==> src/hdl/eft_pkg.sv <==
// Shared types, constants and arithmetic helpers of the Euler frame point transform.
// Depends on nothing; used by every module of the block.
package eft_pkg;

   localparam int TRIG_BITS    = 16;
   localparam int COORD_BITS   = 32;
   localparam int TRIG_FRAC    = TRIG_BITS - 1;
   localparam int CORDIC_STEPS = 24;
   localparam int CNT_W        = $clog2(CORDIC_STEPS);
   localparam int XW           = 34;   // CORDIC x/y datapath, Q2.30 plus growth
   localparam int ZW           = 33;   // CORDIC angle residue
   localparam int PROD_W       = COORD_BITS + TRIG_BITS;
   localparam int WIDE         = (PROD_W + 2 > 34) ? PROD_W + 2 : 34;
   localparam int OUT_BITS     = 32;
   localparam int PIPE_LAT     = 10;

   localparam logic signed [XW-1:0] CORDIC_GAIN = XW'(652032874);
   localparam logic signed [XW:0] TRIG_RND = (XW+1)'(64'sd1 <<< (29 - TRIG_FRAC));
   localparam logic signed [XW:0] TRIG_LIM = (XW+1)'((64'sd1 <<< TRIG_FRAC) - 1);
   localparam logic signed [WIDE-1:0] PROD_HALF = WIDE'(64'sd1 <<< (TRIG_FRAC - 1));

   typedef enum logic [1:0] {
      FUNC_BWD    = 2'd0,
      FUNC_FWD    = 2'd1,
      FUNC_CHILD  = 2'd2,
      FUNC_PARENT = 2'd3
   } func_type;

   typedef enum logic [2:0] {
      CSR_ANGLE_X  = 3'd0,
      CSR_ANGLE_Y  = 3'd1,
      CSR_ANGLE_Z  = 3'd2,
      CSR_OFFSET_X = 3'd3,
      CSR_OFFSET_Y = 3'd4,
      CSR_OFFSET_Z = 3'd5
   } csr_idx_type;

   typedef enum logic [1:0] {
      ROT_FIRST = 2'd0,
      ROT_MID   = 2'd1,
      ROT_LAST  = 2'd2
   } rot_pos_type;

   typedef enum logic [1:0] {
      AXIS_X = 2'd0,
      AXIS_Y = 2'd1,
      AXIS_Z = 2'd2
   } axis_type;

   typedef struct packed {
      logic signed [TRIG_BITS-1:0] cx;
      logic signed [TRIG_BITS-1:0] sx;
      logic signed [TRIG_BITS-1:0] cy;
      logic signed [TRIG_BITS-1:0] sy;
      logic signed [TRIG_BITS-1:0] cz;
      logic signed [TRIG_BITS-1:0] sz;
   } trig_type;

   typedef struct packed {
      logic                         valid;
      func_type                     func;
      logic                         flag;
      logic signed [COORD_BITS-1:0] x;
      logic signed [COORD_BITS-1:0] y;
      logic signed [COORD_BITS-1:0] z;
   } stage_type;

   function automatic logic signed [ZW-1:0] atan_turn(logic [CNT_W-1:0] i);
      case (i)
         5'd0:    return ZW'(536870912);
         5'd1:    return ZW'(316933406);
         5'd2:    return ZW'(167458907);
         5'd3:    return ZW'(85004756);
         5'd4:    return ZW'(42667331);
         5'd5:    return ZW'(21354465);
         5'd6:    return ZW'(10679838);
         5'd7:    return ZW'(5340245);
         5'd8:    return ZW'(2670163);
         5'd9:    return ZW'(1335087);
         5'd10:   return ZW'(667544);
         5'd11:   return ZW'(333772);
         5'd12:   return ZW'(166886);
         5'd13:   return ZW'(83443);
         5'd14:   return ZW'(41722);
         5'd15:   return ZW'(20861);
         5'd16:   return ZW'(10430);
         5'd17:   return ZW'(5215);
         5'd18:   return ZW'(2608);
         5'd19:   return ZW'(1304);
         5'd20:   return ZW'(652);
         5'd21:   return ZW'(326);
         5'd22:   return ZW'(163);
         5'd23:   return ZW'(81);
         default: return '0;
      endcase
   endfunction

   // Round Q2.30 to Q1.TRIG_FRAC, clamp to the symmetric code range.
   function automatic logic signed [TRIG_BITS-1:0] to_trig(logic signed [XW:0] v);
      logic signed [XW:0] r;
      r = (v + TRIG_RND) >>> (30 - TRIG_FRAC);
      if (r > TRIG_LIM) r = TRIG_LIM;
      if (r < -TRIG_LIM) r = -TRIG_LIM;
      return r[TRIG_BITS-1:0];
   endfunction

   function automatic logic coord_ovf(logic signed [WIDE-1:0] v);
      logic [WIDE-COORD_BITS:0] hi;
      hi = v[WIDE-1:COORD_BITS-1];
      return !((&hi) || (~|hi));
   endfunction

   function automatic logic signed [COORD_BITS-1:0] sat_coord(logic signed [WIDE-1:0] v);
      if (coord_ovf(v))
         return v[WIDE-1] ? {1'b1, {(COORD_BITS-1){1'b0}}} : {1'b0, {(COORD_BITS-1){1'b1}}};
      return v[COORD_BITS-1:0];
   endfunction

   function automatic logic out_ovf(logic signed [WIDE-1:0] v);
      logic [WIDE-OUT_BITS:0] hi;
      hi = v[WIDE-1:OUT_BITS-1];
      return !((&hi) || (~|hi));
   endfunction

   function automatic logic signed [OUT_BITS-1:0] sat_out(logic signed [WIDE-1:0] v);
      if (out_ovf(v))
         return v[WIDE-1] ? {1'b1, {(OUT_BITS-1){1'b0}}} : {1'b0, {(OUT_BITS-1){1'b1}}};
      return v[OUT_BITS-1:0];
   endfunction

endpackage

==> src/hdl/eft_offset.sv <==
// Frame origin add or subtract stage, applied only for a matching function code.
// Depends on eft_pkg.
module eft_offset (
   input  logic                    clock,
   input  logic                    reset,
   input  eft_pkg::func_type       match,
   input  logic                    sub,
   input  logic signed [31:0]      offset_x,
   input  logic signed [31:0]      offset_y,
   input  logic signed [31:0]      offset_z,
   input  eft_pkg::stage_type      in_s,
   output eft_pkg::stage_type      out_s
);

   logic signed [eft_pkg::WIDE-1:0] o_w [3];
   logic signed [eft_pkg::WIDE-1:0] v_w [3];
   logic signed [eft_pkg::WIDE-1:0] r_w [3];
   logic signed [eft_pkg::WIDE-1:0] oc_w [3];
   logic                            ovf_w;
   eft_pkg::stage_type              s_ff, s_in;

   assign o_w[0] = eft_pkg::WIDE'(offset_x);
   assign o_w[1] = eft_pkg::WIDE'(offset_y);
   assign o_w[2] = eft_pkg::WIDE'(offset_z);
   assign v_w[0] = eft_pkg::WIDE'(in_s.x);
   assign v_w[1] = eft_pkg::WIDE'(in_s.y);
   assign v_w[2] = eft_pkg::WIDE'(in_s.z);

   always_comb begin
      ovf_w = 1'b0;
      for (int i = 0; i < 3; i++) begin
         oc_w[i] = eft_pkg::WIDE'(eft_pkg::sat_coord(o_w[i]));
         r_w[i]  = sub ? v_w[i] - oc_w[i] : v_w[i] + oc_w[i];
         ovf_w   = ovf_w | eft_pkg::coord_ovf(o_w[i]) | eft_pkg::coord_ovf(r_w[i]);
      end
      s_in = in_s;
      if (in_s.func == match) begin
         s_in.x    = eft_pkg::sat_coord(r_w[0]);
         s_in.y    = eft_pkg::sat_coord(r_w[1]);
         s_in.z    = eft_pkg::sat_coord(r_w[2]);
         s_in.flag = in_s.flag | ovf_w;
      end
   end

   always_ff @(posedge clock) begin
      if (reset) begin
         s_ff.valid <= 1'b0;
      end else begin
         s_ff.valid <= s_in.valid;
      end
      s_ff.func <= s_in.func;
      s_ff.flag <= s_in.flag;
      s_ff.x    <= s_in.x;
      s_ff.y    <= s_in.y;
      s_ff.z    <= s_in.z;
   end

   assign out_s = s_ff;

endmodule

==> config.mk <==
export PLATFORM = sky130hd
export DESIGN_NAME = eft_offset
export DESIGN_NICKNAME = d
export VERILOG_FILES = /design/src/hdl/eft_pkg.sv /design/src/hdl/eft_offset.sv
export SDC_FILE = /design/constraint.sdc
export NUM_CORES = 1
export LEC_CHECK = 0
export ABC_AREA = 1
export BUFFER_PORTS_ARGS = -buffer_cell sky130_fd_sc_hd__buf_4
export CAP_MARGIN = 20
export CELL_PAD_IN_SITES_DETAIL_PLACEMENT = 1
export CELL_PAD_IN_SITES_GLOBAL_PLACEMENT = 2
export CORE_ASPECT_RATIO = 0.8
export CORE_MARGIN = 3
export CORE_UTILIZATION = 28
export DETAILED_ROUTE_END_ITERATION = 8
export PLACE_DENSITY_LB_ADDON = 0.1
export RECOVER_POWER = 100
export SLEW_MARGIN = 0
export SYNTH_ARGS = -nofsm -noshare
export SYNTH_HDL_FRONTEND = slang
export SYNTH_SLANG_ARGS = --single-unit
export TNS_END_PERCENT = 10
==> constraint.sdc <==
create_clock -name clock -period 4.7 [get_ports clock]
set_input_delay 1.175 -clock clock [delete_from_list [all_inputs] [get_ports clock]]
set_output_delay 1.175 -clock clock [all_outputs]
set_load 0.05 [all_outputs]
== Yosys cells after proc, flatten, opt, wreduce, memory -nomap -nowiden ==
Index checks and enable logic that the tools add are counted.

* Add/sub/neg operators: 6
* Eq/ne operators: 1
* Mux-type cells: 19
* Bitwise gates (word level): 3
* Reduce and logical (&&, ||, !) cells: 15

{| class="wikitable"
|+ Operators by type and width
! kind !! count
|-
| $mux 32 || 9
|-
| $mux 50 || 3
|-
| $add 32x32->33 || 3
|-
| $sub 32x32->33 || 3
|-
| $mux 97 || 1
|-
| $reduce_and 19->1 || 3
|-
| $reduce_or 19->1 || 3
|-
| $logic_not 1->1 || 6
|-
| $mux 1 || 6
|-
| $logic_or 1x1->1 || 3
|-
| $or 1x1->1 || 3
|-
| $eq 2x2->1 || 1
|}

* Flip-flop bits (word level): 100
* Input bits: 201
* Output and inout bits: 100
* Logic and storage cells: 50

== Logic depth before layout (Yosys ltp) ==
Gate-level depths: netlist (run 1).

* Depth in word-level cells: 10
* Mapped depth: 28
* Depth with buffers taken out: 28

== Worst setup path after synthesis (run 1) ==
OpenSTA, ideal clock, no wires.

* Kind: input to register
* From: input port offset_z[1]
* To: register s_ff (netlist bit out_s[0])
* Setup time: 0.121 ns
* Data arrival time: 4.009 ns
* Required time: 4.579 ns
* Setup slack: 0.570 ns
* Cell stages on the path: 25
* Buffers on the path: 1
* Cells stage by stage: inv_1 ha_1 nand2_1 nor2_2 nand2_1 o21ai_0 o21ai_1 nor2_1 o21ai_1 xor2_1 inv_1 ha_1 a21oi_1 o21ai_0 nand2_1 nand3_1 nor2_1 nand2_1 nand2_1 nand2_1 nand2_2 inv_2 nor2_4 buf_6 o22ai_1

{| class="wikitable"
|+ RTL lines
! what !! line !! source
|-
| from (decl) || eft_offset.sv:10 || <nowiki>input logic signed [31:0] offset_z,</nowiki>
|-
| to (decl) || eft_offset.sv:20 || <nowiki>eft_pkg::stage_type s_ff, s_in;</nowiki>
|}

==> metrics, run 1 <==
status=completed; routed wire length=approximately 58000 um; largest net degree at the start of global routing=67; Worst-Margin Slew=1180 ps; layout cells sized above 1=24.9%; IO Port Bufs=300; Initial Util=28.5%; post-synthesis mux area share=0%; peak supply drop=212 uV; synthesized instance count=2009; most frequent CP cell=nand2_1; dpl ws=-843 ps; EDFF count, synth=0; vias post-DR=approximately 15000; HP Class=input pin to flip-flop; Int Pwr=2.74 mW; Yosys Warn Count=0; Final Max Slew Viols=0; CP required=roughly 5000 ps; CP Launch Type=input pin; Crit-path slowest cell=nor3_4; Post-Synth Adder-Cell Area=10.8%; commonest register cell after synthesis=dfxtp_1; met1 usage=35.8%; Hold Path Stages=1; first-pass GRT wire length=88100 um; Pre-Repair DR Iteration Count=5; drt initial violations=672; crit path max fanout=5; syn_nets=2312; Psw=2.65 mW; row count=67; simple-gate share of the synthesized area=34.9%; Total GRT Usage=between 20% and 30%; clock-pin slew on the worst setup and hold paths=~80 ps; Post-synth ARST share=0%; Hold Fails Final Rpt=0; worst hold path endpoint=out_s[97]; Clk pwr share=17.7%; vias in the first global route=15600; Die Y=191 um; main combinational cell family by area after synthesis=simple AND/OR/NAND/NOR gates; Antenna diodes=0; Flop pwr share=19.4%; DIE AREA=45300 um2; xor/xnor cell area share of the yosys netlist=11.5%; clk sinks=100; Max Clk Rate=0.223 GHz; #FFs+latches synth=100; Via density=4.78; switching share of total power=between 40% and 50%; max reg flops=100; WP data arrival=4770 ps; Relative slew margins=21.0%; final instance area=17500 um2; hold_sp=in_s[97]; Area contributors post-synth=nand2_1 17%, dfxtp_1 17%, ha_1 10%; initial antenna violation count=1; Max Cap Viol=0; Antenna Nets Post-Route=0; sequential share of the synthesized area=between 15 and 20%; crit end category=flip-flop; clk buf depth=2; DP HPWL=48400 um; GRT met3 Usage=3.76%; Logic pwr share=62.9%; P&R area growth vs syn=46.4%; family with the most delay on the worst path=simple AND/OR/NAND/NOR gates; GR peak layer=met2; Compound-Gate Fraction of Synth Area=15.8%; fin crit share=around 95%; DP Area=~17000 um2; setup ws final=218 ps; leakage power=8.95 nW; CP Class=input pin to flip-flop; H-tree levels=3; # IOs=301; routability congestion estimate=~0.98; Mapped Area=12000 um2; min Tclk post-route=approximately 4500 ps; gr ovfl total=0; Synth top cells by count=534 x nand2_1, 273 x nor2_1, 247 x inv_1; count of different cell masters after synthesis=52; Avg Inst Size Synth=5.96 um2; Nets=approximately 2900; PwrDens=307 nW/um2; cell with the most instances after synthesis=nand2_1; TritonCTS Buffers=9; Root Buffer=clkbuf_16; unrepaired setup endpoints after global routing=true; Crit path largest cell delay=between 300 and 400 ps; drc violations=0; Setup Viol. Count Final=0; cell taking the most area after synthesis=nand2_1; WL/cell=18.6 um; Die Wd=~240 um; GR Layer Usage met2=39.7%; crit path buf inv count=8; TritonCTS clock tree=yes; post-synth top area share=between 10% and 20%; core box area=42100 um2; # fillers=5614
==> worst max path at each step <==
stage / start / end / slack (ps) / depth (start not counted)
5_1_grt: offset_y[1] / out_s[96] / -20 / 28
3_5_place_dp: offset_y[1] / out_s[40] / -840 / 25
2_1_floorplan: offset_z[1] / out_s[0] / 570 / 25
3_3_place_gp: offset_z[1] / out_s[0] / -710 / 24
6_report: offset_x[1] / out_s[73] / 220 / 26
4_1_cts: offset_z[1] / out_s[16] / 10 / 24
==> repair_timing <==
item	4_1_cts	5_1_grt
hold buffers	0	0
endpoints found under the hold margin	0	0
buffers inserted	3	8
setup endpoints to repair	92	95
gates cloned	2	3
pin swaps	5	26
gates resized for setup	16	105
==> layout make-up <==
type | instances | area (um2) | area share, %
multi-input cells | 1619 | 9240 | 52.7
repair buffers | 602 | 4320 | 24.7
flip-flops and latches | 100 | 2000 | 11.4
inverters | 250 | 941 | 5.37
well taps | 552 | 691 | 3.94
clock buffers | 10 | 229 | 1.31
clock inverters | 6 | 111 | 0.635
==> per-layer routing <==
metal / up-vias / part of all wire [%] / routed length [um]
met5: - / 0.015 / 9
met4: 2 / 1.5 / 861
met3: 34 / 3.9 / 2270
met2: 285 / 44 / 25400
met1: 7068 / 51 / 29800
li1: 7629 / - / -
==> per-stage QoR <==
step	util (%)	cells	hold slack (ps)	power [mW]	TNS [ps]
detailed placement	40.1	3107	1290	4.41	-63810
floorplan	-	2009	1200	3.04	0
CTS	41.2	3128	845	5.44	0
global route	41.7	3139	883	5.77	-125
finish	41.7	3139	894	5.39	0
global placement	40.1	3107	1290	4.37	-54910
==> cell families after synthesis <==
family                     Yosys count
AOI/OAI and AO/OA                  343
xor gates and xnor gates           157
adders and majority gates          102
buffers and inverters              292
DFF                                100
and+or+nand+nor                   1015
==> layout by cell type, fill, tap and decap left out, types with 9 or more instances in the layout <==
| cell type | count |
|---|---|
| a21oi_1 | 197 |
| nand2_2 | 12 |
| nor3_1 | 35 |
| clkbuf_16 | 11 |
| nand4_1 | 11 |
| xnor2_1 | 35 |
| nor2_1 | 250 |
| a21oi_2 | 20 |
| o21bai_1 | 15 |
| xor2_1 | 119 |
| nand2_1 | 525 |
| nor2_2 | 22 |
| nand3_1 | 97 |
| nand3b_1 | 9 |
| inv_1 | 242 |
| ha_4 | 9 |
| a21o_1 | 9 |
| buf_12 | 11 |
| ha_1 | 86 |
| nand3_2 | 9 |
| o21ai_1 | 13 |
| clkbuf_1 | 102 |
| buf_4 | 483 |
| dfxtp_1 | 100 |
| o21ai_0 | 49 |
| nor4_1 | 11 |
==> power by group through the flow <==
stage / Combinational, mW / Clock (mW) / Sequential (mW)
2_1_floorplan: 1.44 / 0 / 1.60
3_3_place_gp: 3.30 / 0 / 1.07
3_5_place_dp: 3.34 / 0 / 1.07
4_1_cts: 3.39 / 0.991 / 1.05
5_1_grt: 3.69 / 1.01 / 1.06
6_report: 3.39 / 0.956 / 1.04
Note: power is estimated with default switching activity, not from simulation.
==> inputs of run 2 (changes only) <==
--- a/config.mk
+++ b/config.mk
@@ -14,8 +14,7 @@
 export CORE_MARGIN = 3
 export CORE_UTILIZATION = 28
 export DETAILED_ROUTE_END_ITERATION = 8
-export PLACE_DENSITY_LB_ADDON = 0.1
-export RECOVER_POWER = 100
+export PLACE_DENSITY = 0.87
 export SLEW_MARGIN = 0
 export SYNTH_ARGS = -nofsm -noshare
 export SYNTH_HDL_FRONTEND = slang
==> run 2 against run 1 <==
Effect of this change:
- worst hold slack worse by 3.8 ps
- cell area about the same
- die area unchanged
- wire length down 2.1%
- clock power down 19%
- maximum frequency up 0.43%
- combinational power about the same
- sequential power about the same
- sequential share of layout area about the same
- core utilization about the same
- global-route usage down 0.52 points
- critical endpoint is now out_s[39]
==> metrics, run 2 (synthesis gave the netlist of run 1 again) <==
DP HPWL=48300 um (-0.31%); DP Area=16800 um2 (-0.21%); Worst-Margin Slew=809 ps (-374 ps); Max Clk Rate=0.224 GHz (+0.43%); routed wire length=57100 um (-2.1%); TritonCTS clock tree=yes; hold_sp=in_s[97]; clock-pin slew on the worst setup and hold paths=80 ps (about the same); gr ovfl total=0 (unchanged); row count=67 (unchanged); crit path buf inv count=4 (-4); worst hold path endpoint=out_s[97]; peak supply drop=271 uV (+28%); GRT met3 Usage=3.32% (-0.45 points); most common cell after layout, fill and taps aside=buf_4; drt initial violations=804 (+20%); met1 usage=33.9% (-1.9 points); initial antenna violation count=3 (+2); status=completed; largest net degree at the start of global routing=94 (+40%); vias post-DR=15200 (+1.3%); Die Wd=237 um (unchanged); min Tclk post-route=4460 ps (-19.3 ps); Hold Fails Final Rpt=0 (unchanged); TritonCTS Buffers=9 (unchanged); # IOs=301 (unchanged); family with the most delay on the worst path=simple AND/OR/NAND/NOR gates; FF+latch area=2000 um2 (unchanged); fin util=41.6% (about the same); H-tree levels=3 (unchanged); vias in the first global route=15600 (-0.60%); WP data arrival=4780 ps (about the same); layout cells sized above 1=27.3% (+2.4 points); Root Buffer=clkbuf_16; GR Layer Usage met2=40.3% (+0.62 points); Die Y=191 um (unchanged); max reg flops=100 (unchanged); crit end category=flip-flop; final instance area=17500 um2 (about the same); HP Class=input pin to flip-flop; DIE AREA=45300 um2 (unchanged); clk sinks=100 (unchanged); Cell Chain, Critical Path=buf_4, inv_1, nand3_1, nor2_2, nand3_1, nor2_4, nand3_2, or2_1, o21ai_1, xor2_1, inv_1, ha_1, nand4_1, nor2_2, and3_1, nand2_1, nand2_1, nand3_1, nand3_4, buf_12, nand2_1, a21oi_1; Total GRT Usage=24.5% (-0.52 points); Crit path largest cell delay=340 ps (about the same); Nets=2881 (-0.14%); most frequent cells in the layout=590 x buf_4, 528 x nand2_1, 257 x nor2_1; area of the multi-input gates=9010 um2 (-2.4%); leakage power=9.19 nW (+2.7%); clk buf depth=2 (unchanged); setup_tns=0 ps (unchanged); Via density=4.85 (+1.3%); IO Port Bufs=300 (unchanged); core box area=42100 um2 (unchanged); routability congestion estimate=0.983 (+0.67%); crit path max fanout=21 (+16); Pre-Repair DR Iteration Count=5 (unchanged); Setup Viol. Count Final=0 (unchanged); CP Class=input pin to flip-flop; drc violations=0 (unchanged); CP required=5020 ps (+30 ps); Max Cap Viol=0 (unchanged); total chip power=5.24 mW (-2.8%); cts hold-fix bufs=0 (unchanged); Initial Util=28.5% (unchanged); unrepaired setup endpoints after global routing=true; CP Launch Type=input pin; GR peak layer=met2; P&R area growth vs syn=46.2% (about the same); Crit-path slowest cell=ha_1; Relative slew margins=45.5% (+24 points); WL/cell=18.2 um (-2.1%); Final Max Slew Viols=0 (unchanged); fin crit share=95.0% (-0.41 points); Hold Path Stages=1 (unchanged); # fillers=5645 (+0.55%); PwrDens=299 nW/um2 (-2.7%); Antenna Nets Post-Route=0 (unchanged); first-pass GRT wire length=86900 um (-1.3%)
[run 2: cell types whose count changed in the layout (fill, tap and decap cells not counted), sizes merged]
| cell | before | now |
|---|---|---|
| a21oi | 221 | 220 |
| buf | 497 | 598 |
| bufinv | 3 | 0 |
| clkbuf | 115 | 9 |
| clkinv | 1 | 2 |
| clkinvlp | 1 | 2 |
| diode | 0 | 3 |
| inv | 251 | 252 |
| nor2 | 280 | 281 |
[run 2: power breakdown]
group / internal [mW] / total, mW / switching [mW]
Combinational: 1.30 / 3.41 / 2.11
Clock: 0.363 / 0.778 / 0.415
Sequential: 1.00 / 1.05 / 0.0529
[run 2: how the worst max path moves through the flow]
| stage | startpoint | endpoint | slack, ps | cells after the start |
|---|---|---|---|---|
| 5_1_grt | offset_x[1] | out_s[96] | -40 | 27 |
| 6_report | offset_y[1] | out_s[39] | 240 | 22 |
| 4_1_cts | offset_y[1] | out_s[58] | 30 | 23 |
| 3_5_place_dp | offset_z[1] | out_s[22] | -720 | 27 |
| 2_1_floorplan | offset_z[1] | out_s[0] | 570 | 25 |
| 3_3_place_gp | offset_z[1] | out_s[22] | -480 | 27 |
[run 2: what timing repair did]
action                                  CTS  global route
cloned                                    2             0
gates resized for setup                   5            61
pin swaps                                 3            15
endpoints found under the setup margin   63            94
buffers inserted                          2            10
[run 2: metal layers]
metal	share of wire (%)	routed length, um	up-vias
li1	-	-	7611
met4	2.0	1140	0
met2	45	25900	336
met5	0	0	-
met3	3.9	2250	53
met1	49	27800	7209
[run 2: through the flow]
step	setup WS [ps]	cells	hold slack, ps
after CTS	25.6	3123	859
after floorplan	570	2009	1200
after global placement	-478	3104	1290
after detailed placement	-715	3104	1290
after global routing	-43.2	3137	868
final	237	3137	891
[run 2: cell type report]
type	count	share of cell area [%]
multi-input cells	1619	51.4
repair buffers	598	26.2
flip-flops and latches	100	11.4
inverters	250	5.35
well taps	552	3.94
clock buffers	9	1.29
clock inverters	6	0.286
diodes	3	0.0428
==> inputs of run 3 (changes only) <==
--- a/config.mk
+++ b/config.mk
@@ -5,16 +5,15 @@
 export SDC_FILE = /design/constraint.sdc
 export NUM_CORES = 1
 export LEC_CHECK = 0
-export ABC_AREA = 1
 export BUFFER_PORTS_ARGS = -buffer_cell sky130_fd_sc_hd__buf_4
 export CAP_MARGIN = 20
 export CELL_PAD_IN_SITES_DETAIL_PLACEMENT = 1
 export CELL_PAD_IN_SITES_GLOBAL_PLACEMENT = 2
 export CORE_ASPECT_RATIO = 0.8
 export CORE_MARGIN = 3
-export CORE_UTILIZATION = 28
+export CORE_UTILIZATION = 30
 export DETAILED_ROUTE_END_ITERATION = 8
-export PLACE_DENSITY = 0.87
+export PLACE_DENSITY = 0.88
 export SLEW_MARGIN = 0
 export SYNTH_ARGS = -nofsm -noshare
 export SYNTH_HDL_FRONTEND = slang
==> run 3 against run 2 <==
Effect of this change:
- the flow now finishes with violations (setup timing)
- cell count decreased by 12%
- maximum frequency decreased by 11%
- via count increased by 0.54%
- worst hold slack improved by 4.5 ps
- non-clock buffer count increased by 147
- sequential power about the same
- largest cell class unchanged
- critical path depth increased by 3
- largest power group unchanged
==> metrics, run 3 <==
status=finished with violations; failing checks=setup timing; routed wire length=59400 um (+4.1%); Int Pwr=3.46 mW (+30%); cell taking the most area after synthesis=dfxtp_1; sequential share of the synthesized area=17.6% (+0.89 points); CP Class=input pin to flip-flop; largest net degree at the start of global routing=84 (-11%); CP required=4990 ps (-30 ps); drc violations=0 (unchanged); fin crit share=107% (+12 points); Psw=3.04 mW (+18%); dpl ws=-932 ps (-217 ps); Die Wd=224 um (-5.7%); syn_nets=1901 (-18%); Avg Inst Size Synth=7.12 um2 (+19%); cts hold-fix bufs=0 (unchanged); min Tclk post-route=5040 ps (+577 ps); drt initial violations=939 (+17%); layout cells sized above 1=41.9% (+15 points); routability congestion estimate=0.968 (-1.5%); Yosys Warn Count=0 (unchanged); Initial Util=30.6% (+2.1 points); Relative slew margins=34.3% (-11 points); # fillers=4573 (-19%); gr ovfl total=0 (unchanged); FF+latch area=2000 um2 (unchanged); Die Y=180 um (-5.7%); cell with the most instances after synthesis=a21oi_1; synthesized instance count=1598 (-20%); switching share of total power=46.7% (-2.5 points); EDFF count, synth=0 (unchanged); most common cell after layout, fill and taps aside=buf_4; Max Clk Rate=0.198 GHz (-11%); unrepaired setup endpoints after global routing=true; initial antenna violation count=1 (-2); commonest register cell after synthesis=dfxtp_1; Worst-Margin Slew=986 ps (+176 ps); leakage power=8.73 nW (-5.0%); H-tree levels=3 (unchanged); Pre-Repair DR Iteration Count=7 (+2); P&R area growth vs syn=67.7%; most frequent cells in the layout=692 x buf_4, 158 x nand2_1, 155 x a21oi_1; clk buf depth=2 (unchanged); post-synth top area share=17.6% (+0.87 points); DP HPWL=44300 um (-8.2%); #FFs+latches synth=100 (unchanged); Max Cap Viol=0 (unchanged); IO Port Bufs=300 (unchanged); WL/cell=21.5 um (+18%); Total GRT Usage=27.5% (+3.0 points); Mapped Area=11400 um2 (-5.1%); Final Max Slew Viols=0 (unchanged); Post-synth ARST share=0% (unchanged); worst hold path endpoint=out_s[98]; Critical Path Source=offset_z[2]; Synth top cells by count=179 x a21oi_1, 167 x nand2_1, 154 x o21ai_0; peak supply drop=169 uV (-38%); crit path max fanout=5 (-76%); HP Class=input pin to flip-flop; area of the multi-input gates=9880 um2 (+9.6%); hold_sp=in_s[98]; Nets=2578 (-11%); TritonCTS Buffers=9 (unchanged); Root Buffer=clkbuf_16; DIE AREA=40300 um2 (-11%); row count=63 (-6.0%); CP Launch Type=input pin; Flop pwr share=16.6% (-3.5 points); clock-pin slew on the worst setup and hold paths=80 ps (about the same); Hold Path Stages=1 (unchanged); Via density=5.52 (+14%); Hold Fails Final Rpt=0 (unchanged); total chip power=6.50 mW (+24%); Antenna Nets Post-Route=0 (unchanged); crit end category=flip-flop; max reg flops=100 (unchanged); Clk pwr share=15.0% (+0.2 points); Logic pwr share=68.4% (+3.3 points); count of different cell masters after synthesis=82 (+58%); vias post-DR=15300 (+0.54%); Area contributors post-synth=dfxtp_1 18%, ha_1 11%, xnor2_1 9.9%; vias in the first global route=16100 (+3.2%); PwrDens=341 nW/um2 (+14%); clk sinks=100 (unchanged); setup ws final=-340 ps (-577 ps); Setup Viol. Count Final=83 (+83); TritonCTS clock tree=yes; # IOs=301 (unchanged); core box area=37200 um2 (-12%); first-pass GRT wire length=89000 um (+2.4%); WP data arrival=5330 ps (+550 ps)
-- run 3: worst max-delay path by stage --
stage	endpoint	slack (ps)	depth (start not counted)
2_1_floorplan	out_s[12]	-30	19
6_report	out_s[0]	-340	25
5_1_grt	out_s[0]	-480	25
4_1_cts	out_s[4]	-60	21
3_5_place_dp	out_s[2]	-930	16
3_3_place_gp	out_s[2]	-780	16
-- run 3: area by class of cell --
| cell class | instances | share of cell area (%) |
|---|---|---|
| antenna | 1 | 0.0131 |
| clock buffer | 11 | 1.32 |
| clock inverter | 5 | 0.557 |
| inverter | 53 | 1.10 |
| multi-input combinational | 1366 | 51.8 |
| sequential | 100 | 10.5 |
| tap | 487 | 3.19 |
| timing repair buffer | 745 | 31.5 |
-- run 3: cell families (layout without fill, tap and decap cells) --
group / after synthesis / in the layout / synth area share [%]
other: 0 / 1 / 0
adder cells (fa/ha/maj): 103 / 103 / 11.5
buffers and inverters: 132 / 814 / 4.81
AND/OR/NAND/NOR: 524 / 524 / 22.2
AO/OA/AOI/OAI: 562 / 562 / 30.1
multiplexers: 6 / 6 / 0.539
XOR/XNOR: 171 / 171 / 13.2
flip-flops: 100 / 100 / 17.6
-- run 3: critical path: stages --
cell and delay, ps:
buf_4 130, nor2_4 90, nor4b_4 270, nand2_1 170, nor2_4 200, nand2_2 110, nor3_4 220, a21o_4 200
o21ai_1 90, xnor2_1 210, ha_1 310, buf_6 150, buf_4 130, nand4_1 110, nand3_1 100, o21ai_2 180
a21oi_2 50, a21oi_2 180, o41ai_4 130, xnor2_4 230, buf_6 170, buf_12 110, buf_12 110, a21boi_0 130
o31ai_1 340
-- run 3: through the flow --
step | setup TNS (ps) | area, um2 | cells | util (%) | hold slack, ps
2_1_floorplan | -772 | 11600 | 1598 | - | 1200
3_3_place_gp | -48640 | 17100 | 2683 | 45.8 | 1300
3_5_place_dp | -65820 | 17100 | 2683 | 45.8 | 1300
4_1_cts | -1630 | 18300 | 2738 | 49.2 | 862
5_1_grt | -21700 | 19100 | 2768 | 51.3 | 867
6_report | -6300 | 19100 | 2768 | 51.3 | 895
-- run 3: layer usage --
layer | global-route usage (%) | wire [um] | up-vias
met5 | 0 | 0 | -
met4 | 8.24 | 1840 | 0
met3 | 4.67 | 3120 | 111
met2 | 47.4 | 28800 | 513
met1 | 35.1 | 25600 | 7525
li1 | - | - | 7142
-- run 3: timing repair --
action                                 CTS  global route
gates cloned                             6             0
gates resized for setup                170           134
setup endpoints to repair               95            97
setup buffers                           36            31
endpoints found under the hold margin    0             0
pin swaps                               54            97
-- run 3: power groups by stage --
stage / registers, mW / clock network [mW] / logic [mW]
2_1_floorplan: 1.64 / 0 / 1.61
3_3_place_gp: 1.09 / 0 / 3.66
3_5_place_dp: 1.10 / 0 / 3.77
4_1_cts: 1.08 / 1.01 / 4.14
5_1_grt: 1.09 / 1.04 / 4.73
6_report: 1.08 / 0.976 / 4.45
